$ cat config.mk
export PLATFORM = sky130hd
export DESIGN_NAME = firmware_download_sequencer_top
export DESIGN_NICKNAME = d
export VERILOG_FILES = /design/src/hw/rtl/fwds_pkg.sv /design/src/hw/rtl/fwds_step.sv /design/src/hw/rtl/firmware_download_sequencer_top.sv
export SDC_FILE = /design/constraint.sdc
export NUM_CORES = 1
export LEC_CHECK = 0
export BUFFER_PORTS_ARGS = -buffer_cell sky130_fd_sc_hd__buf_4
export CAP_MARGIN = 20
export CELL_PAD_IN_SITES_DETAIL_PLACEMENT = 0
export CELL_PAD_IN_SITES_GLOBAL_PLACEMENT = 1
export CORE_MARGIN = 1
export CORE_UTILIZATION = 51
export DETAILED_ROUTE_END_ITERATION = 10
export GPL_TIMING_DRIVEN = 0
export PLACE_DENSITY_LB_ADDON = 0.1
export SLEW_MARGIN = 20
export SYNTH_ARGS = -nofsm -noshare
export SYNTH_HDL_FRONTEND = slang
export SYNTH_SLANG_ARGS = --single-unit
$ cat constraint.sdc
create_clock -name clk_i -period 11.7 [get_ports clk_i]
set_clock_uncertainty 0.05 [all_clocks]
set_input_delay 1.755 -clock clk_i [delete_from_list [all_inputs] [get_ports clk_i]]
set_output_delay 1.755 -clock clk_i [all_outputs]
set_load 0.01 [all_outputs]
$ cat src/hw/rtl/fwds_pkg.sv
// Shared types, codes and defaults of the firmware download sequencer.
package fwds_pkg;

  localparam int unsigned MaxBlockBytes = 4096;
  localparam int unsigned NoSlotCode    = 255;

  localparam int unsigned OpW     = 4;
  localparam int unsigned StatusW = 4;
  localparam int unsigned StateW  = 4;
  localparam int unsigned VerW    = 32;
  localparam int unsigned SizeW   = 32;
  localparam int unsigned CntW    = 8;
  localparam int unsigned LenW    = 13;
  localparam int unsigned SlotW   = 8;
  localparam int unsigned CfgIdxW = 3;

  typedef enum logic [OpW-1:0] {
    OP_ARM      = 4'd0,
    OP_SESSION  = 4'd1,
    OP_SECURITY = 4'd2,
    OP_DTC      = 4'd3,
    OP_COMM     = 4'd4,
    OP_DOWNLOAD = 4'd5,
    OP_BLOCK    = 4'd6,
    OP_EXIT     = 4'd7,
    OP_CHECK    = 4'd8,
    OP_STAGE    = 4'd9,
    OP_CONFIRM  = 4'd10,
    OP_ABORT    = 4'd11
  } op_e;

  typedef enum logic [StateW-1:0] {
    ST_DISARMED    = 4'd0,
    ST_ARMED       = 4'd1,
    ST_SESSION     = 4'd2,
    ST_SECURED     = 4'd3,
    ST_QUIESCED    = 4'd4,
    ST_DOWNLOADING = 4'd5,
    ST_TRANSFERRED = 4'd6,
    ST_VERIFIED    = 4'd7,
    ST_STAGED      = 4'd8,
    ST_COMPLETE    = 4'd9,
    ST_FAILED      = 4'd10
  } sess_e;

  typedef enum logic [StatusW-1:0] {
    RC_OK        = 4'd0,
    RC_INVALID   = 4'd1,
    RC_BAD_STATE = 4'd2,
    RC_LOCKED    = 4'd3,
    RC_HOOK      = 4'd4,
    RC_ROLLBACK  = 4'd5,
    RC_SEQUENCE  = 4'd6,
    RC_SIZE      = 4'd7,
    RC_INTEGRITY = 4'd8,
    RC_AUTH      = 4'd9,
    RC_SECBOOT   = 4'd10
  } status_e;

  typedef enum logic [CfgIdxW-1:0] {
    CFG_ALLOW_PROG  = 3'd0,
    CFG_REQ_SEC     = 3'd1,
    CFG_REQ_QUIESCE = 3'd2,
    CFG_REQ_AUTH    = 3'd3,
    CFG_REQ_SECBOOT = 3'd4,
    CFG_HOOKS_DONE  = 3'd5,
    CFG_ABORT_HOOK  = 3'd6
  } cfg_idx_e;

  typedef struct packed {
    logic prog_enable;
    logic need_sec_access;
    logic need_quiet;
    logic need_auth;
    logic require_secure_boot_check;
    logic hooks_complete;
    logic abort_hook_present;
  } cfg_t;

  typedef struct packed {
    logic [OpW-1:0]   operation;
    logic             flag_value;
    logic [VerW-1:0]  version;
    logic [SizeW-1:0] img_bytes;
    logic [CntW-1:0]  block_counter;
    logic [LenW-1:0]  block_length;
    logic             first_ok;
    logic             second_ok;
    logic [SlotW-1:0] chosen_slot;
  } item_t;

  typedef struct packed {
    sess_e            sess;
    logic [VerW-1:0]  inst_ver;
    logic [VerW-1:0]  cand_ver;
    logic [SizeW-1:0] cand_bytes;
    logic [SizeW-1:0] bytes_written;
    logic [SlotW-1:0] cand_slot;
    logic [CntW-1:0]  expected_counter;
    logic             dtc_off;
    logic             comm_off;
  } ctx_t;

  typedef struct packed {
    status_e          status;
    sess_e            sess;
    logic [SizeW-1:0] write_offset;
    logic [SlotW-1:0] target_slot;
    logic             abort_request;
  } result_t;

endpackage

$ cat src/hw/rtl/fwds_step.sv
// Next-state and result logic for one sequencer operation.
module fwds_step #(
  parameter int unsigned MAX_BLOCK_BYTES = fwds_pkg::MaxBlockBytes,
  parameter int unsigned NO_SLOT_CODE    = fwds_pkg::NoSlotCode
) (
  input  fwds_pkg::cfg_t    cfg_i,
  input  fwds_pkg::ctx_t    ctx_i,
  input  fwds_pkg::item_t   item_i,
  output fwds_pkg::ctx_t    ctx_o,
  output fwds_pkg::result_t res_o
);

  localparam logic [fwds_pkg::SlotW-1:0] NoSlot = fwds_pkg::SlotW'(NO_SLOT_CODE);
  localparam logic [31:0] MaxLen = 32'(MAX_BLOCK_BYTES);

  logic in_prog;
  logic prereq;

  assign in_prog = (ctx_i.sess == fwds_pkg::ST_SESSION) ||
                   (ctx_i.sess == fwds_pkg::ST_SECURED) ||
                   (ctx_i.sess == fwds_pkg::ST_QUIESCED);

  assign prereq = in_prog &&
                  (!cfg_i.need_sec_access ||
                   ctx_i.sess == fwds_pkg::ST_SECURED ||
                   ctx_i.sess == fwds_pkg::ST_QUIESCED) &&
                  (!cfg_i.need_quiet || (ctx_i.dtc_off && ctx_i.comm_off));

  always_comb begin
    fwds_pkg::ctx_t   nxt;
    fwds_pkg::status_e st;
    logic [fwds_pkg::SizeW-1:0] offset;
    logic [fwds_pkg::SlotW-1:0] slot_out;
    logic fail;
    logic abort_req;
    logic slot_fixed;
    fwds_pkg::sess_e fs;
    logic [fwds_pkg::SizeW-1:0] room;

    nxt        = ctx_i;
    st         = fwds_pkg::RC_OK;
    offset     = '0;
    slot_out   = ctx_i.cand_slot;
    fail       = 1'b0;
    abort_req  = 1'b0;
    slot_fixed = 1'b0;
    fs         = ctx_i.sess;
    room       = ctx_i.cand_bytes - ctx_i.bytes_written;

    case (item_i.operation) inside
      fwds_pkg::OP_ARM: begin
        if (ctx_i.sess != fwds_pkg::ST_DISARMED) begin
          st = fwds_pkg::RC_BAD_STATE;
        end else if (!cfg_i.prog_enable || !cfg_i.hooks_complete) begin
          st = fwds_pkg::RC_LOCKED;
        end else if (!item_i.first_ok) begin
          st = fwds_pkg::RC_HOOK;
          fail = 1'b1;
        end else begin
          nxt.inst_ver = item_i.version;
          nxt.sess = fwds_pkg::ST_ARMED;
        end
      end
      fwds_pkg::OP_SESSION: begin
        if (ctx_i.sess != fwds_pkg::ST_ARMED) begin
          st = fwds_pkg::RC_BAD_STATE;
        end else begin
          nxt.dtc_off  = 1'b0;
          nxt.comm_off = 1'b0;
          nxt.sess     = fwds_pkg::ST_SESSION;
        end
      end
      fwds_pkg::OP_SECURITY: begin
        if (ctx_i.sess != fwds_pkg::ST_SESSION) begin
          st = fwds_pkg::RC_BAD_STATE;
        end else if (ctx_i.dtc_off && ctx_i.comm_off) begin
          nxt.sess = fwds_pkg::ST_QUIESCED;
        end else begin
          nxt.sess = fwds_pkg::ST_SECURED;
        end
      end
      fwds_pkg::OP_DTC, fwds_pkg::OP_COMM: begin
        if (!in_prog) begin
          st = fwds_pkg::RC_BAD_STATE;
        end else begin
          if (item_i.operation == fwds_pkg::OP_DTC) begin
            nxt.dtc_off = item_i.flag_value;
          end else begin
            nxt.comm_off = item_i.flag_value;
          end
          // drop out of quiesced when a flag clears, then settle again
          if (!item_i.flag_value && fs == fwds_pkg::ST_QUIESCED) begin
            fs = cfg_i.need_sec_access ? fwds_pkg::ST_SECURED
                                       : fwds_pkg::ST_SESSION;
          end
          if (nxt.dtc_off && nxt.comm_off &&
              (fs == fwds_pkg::ST_SESSION || fs == fwds_pkg::ST_SECURED)) begin
            fs = fwds_pkg::ST_QUIESCED;
          end
          nxt.sess = fs;
        end
      end
      fwds_pkg::OP_DOWNLOAD: begin
        if (item_i.img_bytes == '0) begin
          st = fwds_pkg::RC_INVALID;
        end else if (!prereq) begin
          st = fwds_pkg::RC_BAD_STATE;
        end else if (item_i.version <= ctx_i.inst_ver) begin
          st = fwds_pkg::RC_ROLLBACK;
        end else if (!item_i.first_ok || item_i.chosen_slot == NoSlot) begin
          st = fwds_pkg::RC_HOOK;
          fail = 1'b1;
        end else if (!item_i.second_ok) begin
          // hold the slot so the abort request names it
          nxt.cand_slot = item_i.chosen_slot;
          st = fwds_pkg::RC_HOOK;
          fail = 1'b1;
        end else begin
          nxt.cand_ver         = item_i.version;
          nxt.cand_bytes       = item_i.img_bytes;
          nxt.cand_slot        = item_i.chosen_slot;
          nxt.bytes_written    = '0;
          nxt.expected_counter = fwds_pkg::CntW'(1);
          nxt.sess             = fwds_pkg::ST_DOWNLOADING;
        end
      end
      fwds_pkg::OP_BLOCK: begin
        if (item_i.block_length == '0 || 32'(item_i.block_length) > MaxLen) begin
          st = fwds_pkg::RC_INVALID;
        end else if (ctx_i.sess != fwds_pkg::ST_DOWNLOADING) begin
          st = fwds_pkg::RC_BAD_STATE;
        end else if (item_i.block_counter != ctx_i.expected_counter) begin
          st = fwds_pkg::RC_SEQUENCE;
        end else if (ctx_i.bytes_written > ctx_i.cand_bytes) begin
          st = fwds_pkg::RC_SIZE;
          fail = 1'b1;
        end else if (fwds_pkg::SizeW'(item_i.block_length) > room) begin
          st = fwds_pkg::RC_SIZE;
        end else begin
          offset = ctx_i.bytes_written;
          if (!item_i.first_ok) begin
            st = fwds_pkg::RC_HOOK;
            fail = 1'b1;
          end else begin
            nxt.bytes_written = ctx_i.bytes_written +
                                fwds_pkg::SizeW'(item_i.block_length);
            nxt.expected_counter = ctx_i.expected_counter + fwds_pkg::CntW'(1);
          end
        end
      end
      fwds_pkg::OP_EXIT: begin
        if (ctx_i.sess != fwds_pkg::ST_DOWNLOADING) begin
          st = fwds_pkg::RC_BAD_STATE;
        end else if (ctx_i.bytes_written != ctx_i.cand_bytes) begin
          st = fwds_pkg::RC_SIZE;
        end else if (!item_i.first_ok) begin
          st = fwds_pkg::RC_HOOK;
          fail = 1'b1;
        end else begin
          nxt.sess = fwds_pkg::ST_TRANSFERRED;
        end
      end
      fwds_pkg::OP_CHECK: begin
        if (ctx_i.sess != fwds_pkg::ST_TRANSFERRED) begin
          st = fwds_pkg::RC_BAD_STATE;
        end else if (!item_i.first_ok) begin
          st = fwds_pkg::RC_INTEGRITY;
          fail = 1'b1;
        end else if (cfg_i.need_auth && !item_i.second_ok) begin
          st = fwds_pkg::RC_AUTH;
          fail = 1'b1;
        end else begin
          nxt.sess = fwds_pkg::ST_VERIFIED;
        end
      end
      fwds_pkg::OP_STAGE: begin
        if (ctx_i.sess != fwds_pkg::ST_VERIFIED) begin
          st = fwds_pkg::RC_BAD_STATE;
        end else if (!item_i.first_ok) begin
          st = fwds_pkg::RC_HOOK;
          fail = 1'b1;
        end else if (cfg_i.require_secure_boot_check && !item_i.second_ok) begin
          st = fwds_pkg::RC_SECBOOT;
          fail = 1'b1;
        end else begin
          nxt.sess = fwds_pkg::ST_STAGED;
        end
      end
      fwds_pkg::OP_CONFIRM: begin
        if (ctx_i.sess != fwds_pkg::ST_STAGED) begin
          st = fwds_pkg::RC_BAD_STATE;
        end else if (!item_i.first_ok) begin
          st = fwds_pkg::RC_HOOK;
          fail = 1'b1;
        end else begin
          nxt.inst_ver = ctx_i.cand_ver;
          nxt.sess = fwds_pkg::ST_COMPLETE;
        end
      end
      fwds_pkg::OP_ABORT: begin
        abort_req  = (ctx_i.cand_slot != NoSlot) && cfg_i.abort_hook_present;
        slot_out   = ctx_i.cand_slot;
        slot_fixed = 1'b1;
        nxt.cand_ver          = '0;
        nxt.cand_bytes        = '0;
        nxt.bytes_written     = '0;
        nxt.cand_slot         = NoSlot;
        nxt.expected_counter  = '0;
        nxt.dtc_off           = 1'b0;
        nxt.comm_off          = 1'b0;
        nxt.sess = cfg_i.prog_enable ? fwds_pkg::ST_ARMED : fwds_pkg::ST_DISARMED;
      end
      default: begin
        st = fwds_pkg::RC_INVALID;
      end
    endcase

    if (fail) begin
      nxt.sess  = fwds_pkg::ST_FAILED;
      abort_req = (nxt.cand_slot != NoSlot) && cfg_i.abort_hook_present;
    end
    if (!slot_fixed) begin
      slot_out = nxt.cand_slot;
    end

    ctx_o               = nxt;
    res_o.status        = st;
    res_o.sess          = nxt.sess;
    res_o.write_offset  = offset;
    res_o.target_slot   = slot_out;
    res_o.abort_request = abort_req;
  end

endmodule

$ cat src/hw/rtl/firmware_download_sequencer_top.sv
// Top level of the firmware download sequencer: handshake, state and config registers.
//
//   channel   dir   handshake              payload
//   in        in    in_valid_i/in_stall_o   operation .. chosen_slot
//   out       out   out_valid_o/out_stall_i status .. abort_request
//   cfg       in    cfg_we_i               cfg_index_i, cfg_data_i
//
// A transfer loads the input register; the step logic loads the result register and
// the state once the output side is free; out_valid_o rises as the result loads.
// One operation is accepted every cycle while the output side takes results.
// A stall on the output holds the result register and the input register in place.
// Reset clears the session state and the config registers to their defaults.
module firmware_download_sequencer_top #(
  parameter int unsigned MAX_BLOCK_BYTES = fwds_pkg::MaxBlockBytes,
  parameter int unsigned NO_SLOT_CODE    = fwds_pkg::NoSlotCode
) (
  input  logic                          clk_i,
  input  logic                          rst_ni,
  input  logic                          cfg_we_i,
  input  logic [fwds_pkg::CfgIdxW-1:0]  cfg_index_i,
  input  logic                          cfg_data_i,
  input  logic                          in_valid_i,
  output logic                          in_stall_o,
  input  logic [fwds_pkg::OpW-1:0]      operation_i,
  input  logic                          flag_value_i,
  input  logic [fwds_pkg::VerW-1:0]     version_i,
  input  logic [fwds_pkg::SizeW-1:0]    img_bytes_i,
  input  logic [fwds_pkg::CntW-1:0]     block_counter_i,
  input  logic [fwds_pkg::LenW-1:0]     block_length_i,
  input  logic                          first_ok_i,
  input  logic                          second_ok_i,
  input  logic [fwds_pkg::SlotW-1:0]    chosen_slot_i,
  output logic                          out_valid_o,
  input  logic                          out_stall_i,
  output logic [fwds_pkg::StatusW-1:0]  status_o,
  output logic [fwds_pkg::StateW-1:0]   session_state_o,
  output logic [fwds_pkg::SizeW-1:0]    write_offset_o,
  output logic [fwds_pkg::SlotW-1:0]    target_slot_o,
  output logic                          abort_request_o
);

  fwds_pkg::cfg_t    cfg_q;
  fwds_pkg::ctx_t    ctx_q, ctx_d;
  fwds_pkg::item_t   item_q;
  fwds_pkg::result_t res_q, res_d;
  logic              item_vld_q;
  logic              out_vld_q;
  logic              out_free;
  logic              advance;
  logic              take;

  assign out_free   = !out_vld_q || !out_stall_i;
  assign advance    = item_vld_q && out_free;
  assign in_stall_o = item_vld_q && !out_free;
  assign take       = in_valid_i && !in_stall_o;

  always_ff @(posedge clk_i or negedge rst_ni) begin
    if (!rst_ni) begin
      cfg_q <= '{prog_enable: 1'b0, need_sec_access: 1'b1,
                 need_quiet: 1'b1, need_auth: 1'b1,
                 require_secure_boot_check: 1'b1, hooks_complete: 1'b0,
                 abort_hook_present: 1'b0};
    end else if (cfg_we_i) begin
      unique case (fwds_pkg::cfg_idx_e'(cfg_index_i))
        fwds_pkg::CFG_ALLOW_PROG:  cfg_q.prog_enable               <= cfg_data_i;
        fwds_pkg::CFG_REQ_SEC:     cfg_q.need_sec_access           <= cfg_data_i;
        fwds_pkg::CFG_REQ_QUIESCE: cfg_q.need_quiet                <= cfg_data_i;
        fwds_pkg::CFG_REQ_AUTH:    cfg_q.need_auth                 <= cfg_data_i;
        fwds_pkg::CFG_REQ_SECBOOT: cfg_q.require_secure_boot_check <= cfg_data_i;
        fwds_pkg::CFG_HOOKS_DONE:  cfg_q.hooks_complete            <= cfg_data_i;
        fwds_pkg::CFG_ABORT_HOOK:  cfg_q.abort_hook_present        <= cfg_data_i;
        default: begin
        end
      endcase
    end
  end

  fwds_step #(
    .MAX_BLOCK_BYTES(MAX_BLOCK_BYTES),
    .NO_SLOT_CODE   (NO_SLOT_CODE)
  ) u_step (
    .cfg_i (cfg_q),
    .ctx_i (ctx_q),
    .item_i(item_q),
    .ctx_o (ctx_d),
    .res_o (res_d)
  );

  // control and state
  always_ff @(posedge clk_i or negedge rst_ni) begin
    if (!rst_ni) begin
      item_vld_q <= 1'b0;
      out_vld_q  <= 1'b0;
      ctx_q      <= '{sess: fwds_pkg::ST_DISARMED, inst_ver: '0,
                      cand_ver: '0, cand_bytes: '0, bytes_written: '0,
                      cand_slot: fwds_pkg::SlotW'(NO_SLOT_CODE),
                      expected_counter: '0, dtc_off: 1'b0, comm_off: 1'b0};
    end else begin
      if (take) begin
        item_vld_q <= 1'b1;
      end else if (advance) begin
        item_vld_q <= 1'b0;
      end
      if (advance) begin
        out_vld_q <= 1'b1;
        ctx_q     <= ctx_d;
      end else if (!out_stall_i) begin
        out_vld_q <= 1'b0;
      end
    end
  end

  // payload
  always_ff @(posedge clk_i) begin
    if (take) begin
      item_q <= '{operation: operation_i, flag_value: flag_value_i, version: version_i,
                  img_bytes: img_bytes_i, block_counter: block_counter_i,
                  block_length: block_length_i, first_ok: first_ok_i,
                  second_ok: second_ok_i, chosen_slot: chosen_slot_i};
    end
    if (advance) begin
      res_q <= res_d;
    end
  end

  assign out_valid_o     = out_vld_q;
  assign status_o        = res_q.status;
  assign session_state_o = res_q.sess;
  assign write_offset_o  = res_q.write_offset;
  assign target_slot_o   = res_q.target_slot;
  assign abort_request_o = res_q.abort_request;

  a_stall_needs_item: assert property (@(posedge clk_i) disable iff (!rst_ni)
    in_stall_o |-> item_vld_q && out_vld_q)
    else $error("input stalled with free pipeline");

  a_abort_names_slot: assert property (@(posedge clk_i) disable iff (!rst_ni)
    out_vld_q && res_q.abort_request |->
      res_q.target_slot != fwds_pkg::SlotW'(NO_SLOT_CODE))
    else $error("abort request without slot");

  a_abort_state: assert property (@(posedge clk_i) disable iff (!rst_ni)
    out_vld_q && res_q.abort_request |->
      res_q.sess == fwds_pkg::ST_FAILED ||
      (res_q.status == fwds_pkg::RC_OK &&
       (res_q.sess == fwds_pkg::ST_ARMED || res_q.sess == fwds_pkg::ST_DISARMED)))
    else $error("abort request in wrong state");

  a_offset_only_on_write: assert property (@(posedge clk_i) disable iff (!rst_ni)
    out_vld_q && res_q.write_offset != '0 |->
      res_q.status == fwds_pkg::RC_OK || res_q.status == fwds_pkg::RC_HOOK)
    else $error("write offset without write");

  a_result_holds: assert property (@(posedge clk_i) disable iff (!rst_ni)
    out_vld_q && out_stall_i |=> out_vld_q && $stable(res_q) && $stable(ctx_q))
    else $error("stalled result or state changed");

endmodule
# Word level (Yosys, flattened, before mapping)
# Cells that the tools add are included.
[op_classes]
bitwise = 5
n_lt_le_gt_ge = 4
eq_ne = 75
addsub = 3
n_mux = 224
n_reduce_logical = 58
[ops]
columns = ["operator", "count"]
rows = [
  ["two-way mux 32 bit", 23],
  ["two-way mux 112 bit", 4],
  ["two-way mux 64 bit", 7],
  ["two-way mux 4 bit", 61],
  ["two-way mux 8 bit", 26],
  ["two-way mux 36 bit", 5],
  ["two-way mux 96 bit", 1],
  ["two-way mux 1 bit", 74],
  ["!= test 3 x 2 -> 1 bit (second input constant)", 12],
  ["!= test 2 x 1 -> 1 bit (second input constant)", 17],
  ["adder 32 x 13 -> 32 bit", 1],
  ["> comparator 13 x 32 -> 1 bit", 1],
  ["> comparator 32 bit", 1],
  ["less-or-equal comparator 32 bit", 1],
  ["zero test 32 bit", 1],
  ["!= test 32 bit", 1],
  ["subtractor 32 bit", 1],
  ["two-way mux 2 bit", 15],
  ["equality test 4 x 2 -> 1 bit (second input constant)", 6],
  ["two-way mux 3 bit", 8],
  ["AND reduction 21 bit", 1],
  ["equality test 4 x 3 -> 1 bit (second input constant)", 5],
  ["equality test 4 bit (second input constant)", 4],
  ["!= test 2 bit (second input constant)", 8],
  ["other kinds (31)", 85],
]
[word_totals]
inputBits = 109
word_cells = 401
regBits = 308

# Depth between registers and ports, before layout
[logic_depth]
ltp_word = 18
ltp_mapped = 23

# Cells and area by module
# A second synthesis with hierarchy kept.
[hier_totals]
hier_cells = 1775
hier_area_um2 = 18477.7
[by_module_without_submodules]
columns = ["module", "n_inst", "area_per_inst_um2", "cells_per_inst"]
rows = [
  ["firmware_download_sequencer_top", 1, 10480.1, 494],
  ["fwds_step", 1, 7997.7, 1281],
]

# Worst setup path after synthesis
# Ideal clock, no wire load.
[synth_path]
path_type = "reg2reg"
start = "reg ctx_q[18] (netlist name)"
end = "reg ctx_q[2] (netlist name)"
stages_incl_launch_ff = 20
synth_period_minus_slack_ps = 5419
t_required_ps = 11523
path_slack_ps = 6281
setup_ps = 127
arrival_ps = 5241
path_cell_list = "dfrtp_1 > ha_1 > fa_1 > nand2b_1 > a211oi_1 > o21ba_2 > a31oi_1 > xor2_1 > ha_1 > o22ai_1 > or4_4 > a2111oi_2 > o2111ai_1 > a2111o_1 > a2111o_1 > o311ai_4 > and2_1 > buf_2 > buf_4 > mux2_1"
[synth_via]
elab_chain_cells = 4
[synth_rtl]
columns = ["element", "line_no", "rtl"]
rows = [
  ["start, declared", "firmware_download_sequencer_top.sv:43", "fwds_pkg::ctx_t ctx_q, ctx_d;"],
  ["start signal, assigned", "firmware_download_sequencer_top.sv:94", "ctx_q <= '{sess: fwds_pkg::ST_DISARMED, inst_ver: '0,"],
  ["start signal, assigned", "firmware_download_sequencer_top.sv:106", "ctx_q <= ctx_d;"],
  ["subtractor 32 bit", "fwds_step.sv:48", "room = ctx_i.cand_bytes - ctx_i.bytes_written;"],
  ["> comparator 13 x 32 -> 1 bit", "fwds_step.sv:137", "end else if (fwds_pkg::SizeW'(item_i.block_length) > room) begin"],
  ["!= test 3 x 2 -> 1 bit (no source line)", "n/a", ""],
  ["AND reduction 21 bit (no source line) *", "n/a", ""],
]
# Mark *: on every way between the ends. The rest lies on a longest branch, timed or not.
# A chain may end at the register's enable or synchronous reset.

# Worst setup path in the final report
[layout_path]
start = "reg ctx_q[18] (netlist name)"
end = "reg res_q, in the netlist write_offset_o[22], data pin"
[layout_via]
elab_chain_cells = 3
[layout_rtl]
columns = ["element", "line_no", "rtl"]
rows = [
  ["subtractor 32 bit", "fwds_step.sv:48", ""],
  ["> comparator 13 x 32 -> 1 bit", "fwds_step.sv:137", ""],
  ["OR reduction 12 bit (no source line) *", "n/a", ""],
  ["end signal, assigned", "firmware_download_sequencer_top.sv:122", "res_q <= res_d;"],
  ["end, declared", "firmware_download_sequencer_top.sv:45", "fwds_pkg::result_t res_q, res_d;"],
]
# Marks and branches as above.

==> impl.org <==
** Run status
- The run finished with clean final reports.

** Power
- Peak supply drop :: 0.000135 V
- PD cells :: 147 nW/um^2
- Leakage power :: 8.01 nW
- Tot Pwr :: between 2 and 3 mW

** Floorplan
- The die is 183 um tall.
- Row count :: 65
- From left edge to right edge, the die measures about 180 um.
- Top-level port count :: 160
- The die covers ~34000 sq um.
- Initial Utilization :: 52.4%
- Core Region :: 32000 sq um

** STA
- The clock period could shrink to roughly 6.6 ns.
- Setup repair after global routing left no endpoint under its margin.
- Worst hold-check slack :: 0.428 ns
- For the pin with the worst max-slew slack, the measured transition is 1.08 ns.
- Slew HR :: 27.3%
- Final setup violating endpoints :: 0
- The number of endpoints with negative hold slack in the final report was 0.
- Final max-slew violation count :: 0
- Sum Neg Setup Slack :: 0 ns
- In the finished design, the share of the clock period the worst path needs comes to between 50% and 60%.
- After layout, the worst setup slack is 5.07 ns.
- Achievable Freq :: 151 MHz

** Clock tree
- The H-tree generated during clock tree synthesis spans 2 levels.
- Clk pin slew, worst setup/hold paths :: 0.06 ns
- After clock tree synthesis, the repair step resized 0 gates.
- Worst skew pair latency :: 0.54 ns
- CTS saw 308 sinks.
- Number of buffers created by CTS :: 34
- CTS placed an instance of sky130_fd_sc_hd__clkbuf_16 at the clock tree root.
- The clock passes through at most 3 buffers.
- TritonCTS built the clock tree.
- Hold Buf Count CTS :: 0
- Number of buffers inserted to repair setup after CTS :: 0

** Yosys
- After synthesis, the largest family of logic cells by area is compound AO/OA/AOI/OAI gates.
- The synthesized netlist devotes 1.78% of its cell area to XOR and XNOR gates.
- The cell count after synthesis came out at approximately 1700.
- The most used flip-flop cell after synthesis is sky130_fd_sc_hd__edfxtp_1.
- Proportion of register bits with asynchronous set or reset after synthesis :: ~52%
- Summing the areas of all and, or, nand and nor instances in the mapped netlist gives between 10% and 20% of the synthesized area.
- The share of synthesized area in the top cell type comes to 26.7%.
- Sequential share of the synthesized area :: 50.6%
- Summed over all instances, the cell type with the most area after synthesis is sky130_fd_sc_hd__edfxtp_1.
- Number of enable flip-flop cells after synthesis :: 149
- Post-synthesis net count :: 1911
- The cell area that synthesis handed to floorplanning was 16700 sq um.
- Adder and majority cell fraction of the synthesized area :: 7.04%
- The synthesized netlist contains between 70 and 80 unique library cells.
- Yosys printed 0 warnings.
- Each instance of the synthesized netlist takes up on average 9.80 sq um.
- After synthesis, the share of cell area in mux cells is 1.82%.
- Register bit total from synthesis :: 308
- Fraction of the mapped netlist area in compound gates :: between 10% and 20%
- Ranking of synthesized cells by area :: sky130_fd_sc_hd__edfxtp_1 27%, sky130_fd_sc_hd__dfrtp_1 22%, sky130_fd_sc_hd__ha_1 6.8%

** Setup path
- Endpoint class of the critical path :: flip-flop
- At the worst endpoint, the required time is ~12 ns.
- Data on the critical path arrives at its endpoint at 6.84 ns.
- Kind of critical path :: reg -> reg
- Along the worst path, the maximum fanout reaches 10.
- The worst setup path is launched from a flip-flop.

** Detailed routing
- The routed layout has 13900 vias.
- Once detail routing completed, the nets flagged for antenna violations numbered 0.
- After detailed routing, the total wire length is 47.3 mm.
- After detailed routing, the average wire length per cell comes to 20.0 um.
- The detailed router finished its first iteration with between 1000 and 1500 violations.
- Number of vias per cell :: 5.88
- After detailed routing, the number of remaining DRC violations is 0.
- Detailed-routing iteration count for the pre-antenna-repair pass :: 5

** Placement
- Setup slack at placement :: 5.11 ns
- Placed inst area :: 18600 sq um
- HPWL after DPL :: ~36 mm
- Routability congestion estimate :: 0.920
- The count of buffers added on input and output ports is 159.

** Finish
- At the end of the flow, the number of nets in the layout was 2111.
- Fraction of layout instances using a drive strength above 1 :: 14.5%
- The finished cells cover between 15000 and 20000 sq um.
- 0 antenna diodes ended up in the layout.
- Top library cells by usage in the layout, fill and taps aside :: 240 x sky130_fd_sc_hd__nand2_1, 163 x sky130_fd_sc_hd__buf_4, 149 x sky130_fd_sc_hd__edfxtp_1, 147 x sky130_fd_sc_hd__dfrtp_1, 138 x sky130_fd_sc_hd__o21ai_0
- Relative to the synthesized area, the layout overhead comes to 18.1%.
- Leaving out fill and tap cells, the most frequent cell in the layout is sky130_fd_sc_hd__nand2_1.

** Global routing
- Number of global-route vias before repair :: 13600
- Global routing consumed, over all layers together, 28.8% of the routing resources.
- Maximum number of pins on one net before global-route repair :: 91
- The number of antenna violations at the first check in global routing was 0.
- The first global-routing pass estimated around 75 mm of wire.
- Grt total ovfl :: 0

** Flow run
- Max-cap violations in this run came to 0.

** Hold path
- Min-Delay Path Class :: reg -> reg
[cell usage after synthesis (all sizes together), types with 35 or more instances]
| master | instances |
|---|---|
| ha | 91 |
| a22oi | 35 |
| nand2 | 240 |
| edfxtp | 149 |
| dfrtp | 147 |
| clkbuf | 75 |
| nor2 | 103 |
| nand3 | 40 |
| inv | 100 |
| o21ai | 143 |
| a21oi | 130 |
| nor4 | 56 |
[where the power goes]
group	internal, mW	switching [mW]	leakage [nW]
Combinational	0.206	0.308	3.84
Clock	0.666	0.450	0.575
Sequential	1.24	0.0487	3.59
Total	2.11	0.807	8.01
[logic make-up after synthesis]
| logic type | Yosys count |
|---|---|
| AND/OR/NAND/NOR | 586 |
| AO/OA/AOI/OAI | 471 |
| flip-flops | 308 |
| buffers and inverters | 189 |
| adder cells (fa/ha/maj) | 93 |
| XOR/XNOR | 34 |
| multiplexers | 28 |
[through the flow]
step | util [%] | std cells
CTS | 61.9 | 2370
floorplan | - | 1709
detailed placement | 58.2 | 2308
global placement | 57.8 | 2303
global route | 61.9 | 2370
finish | 61.9 | 2370
[per-layer routing]
layer / vias to the layer above / wire length, um / track usage, %
met5: - / 0 / 0
met3: 66 / 2750 / 4.77
met2: 431 / 22500 / 47.4
li1: 6671 / - / -
met4: 0 / 1120 / 8.00
met1: 6757 / 20900 / 39.3
[flip-flops by register name (all words and copies together) (netlist names)]
signal and flops:
status_o 4, session_state_o 4, write_offset_o 32, out_valid_o 1, abort_request_o 1, item_q 100
target_slot_o 8, ctx_q 150, item_vld_q 1, cfg_q 7
[critical path: stages, from the launching register on]
cell                        delay (ns)
sky130_fd_sc_hd__dfrtp_1          0.42
sky130_fd_sc_hd__ha_1             0.25
sky130_fd_sc_hd__fa_1             0.44
sky130_fd_sc_hd__nand2b_1         0.20
sky130_fd_sc_hd__a211oi_1         0.59
sky130_fd_sc_hd__o21ba_2          0.24
sky130_fd_sc_hd__a31oi_1          0.10
sky130_fd_sc_hd__xor2_1           0.16
sky130_fd_sc_hd__ha_1             0.33
sky130_fd_sc_hd__o22ai_1          0.13
sky130_fd_sc_hd__or4_4            0.55
sky130_fd_sc_hd__a2111oi_2        0.47
sky130_fd_sc_hd__o2111ai_1        0.18
sky130_fd_sc_hd__a2111o_1         0.38
sky130_fd_sc_hd__a2111o_1         0.42
sky130_fd_sc_hd__or3_4            0.45
sky130_fd_sc_hd__nand2_1          0.43
sky130_fd_sc_hd__clkbuf_1         0.40
sky130_fd_sc_hd__nor4_1           0.15
[final cells by class]
type	count	area [sq um]
timing repair buffer	164	1310
inverter	101	379
multi-input combinational	1212	7540
clock inverter	21	262
sequential	308	8470
clock buffer	41	897
fill	2781	12200
buffer	88	370
tap	435	544
[worst paths after layout]
check	from	to	slack, ns	cells after the start
max	ctx_q[18]	write_offset_o[22]	5.07	18
max reg2reg	ctx_q[18]	write_offset_o[22]	5.07	18
min in group asynchronous	rst_ni	ctx_q[61]	0.95	1
max in group asynchronous	rst_ni	ctx_q[66]	9.65	3
min reg2reg	ctx_q[107]	ctx_q[107]	0.43	2
min	ctx_q[107]	ctx_q[107]	0.43	2
Power figures use the tool's default switching activity.
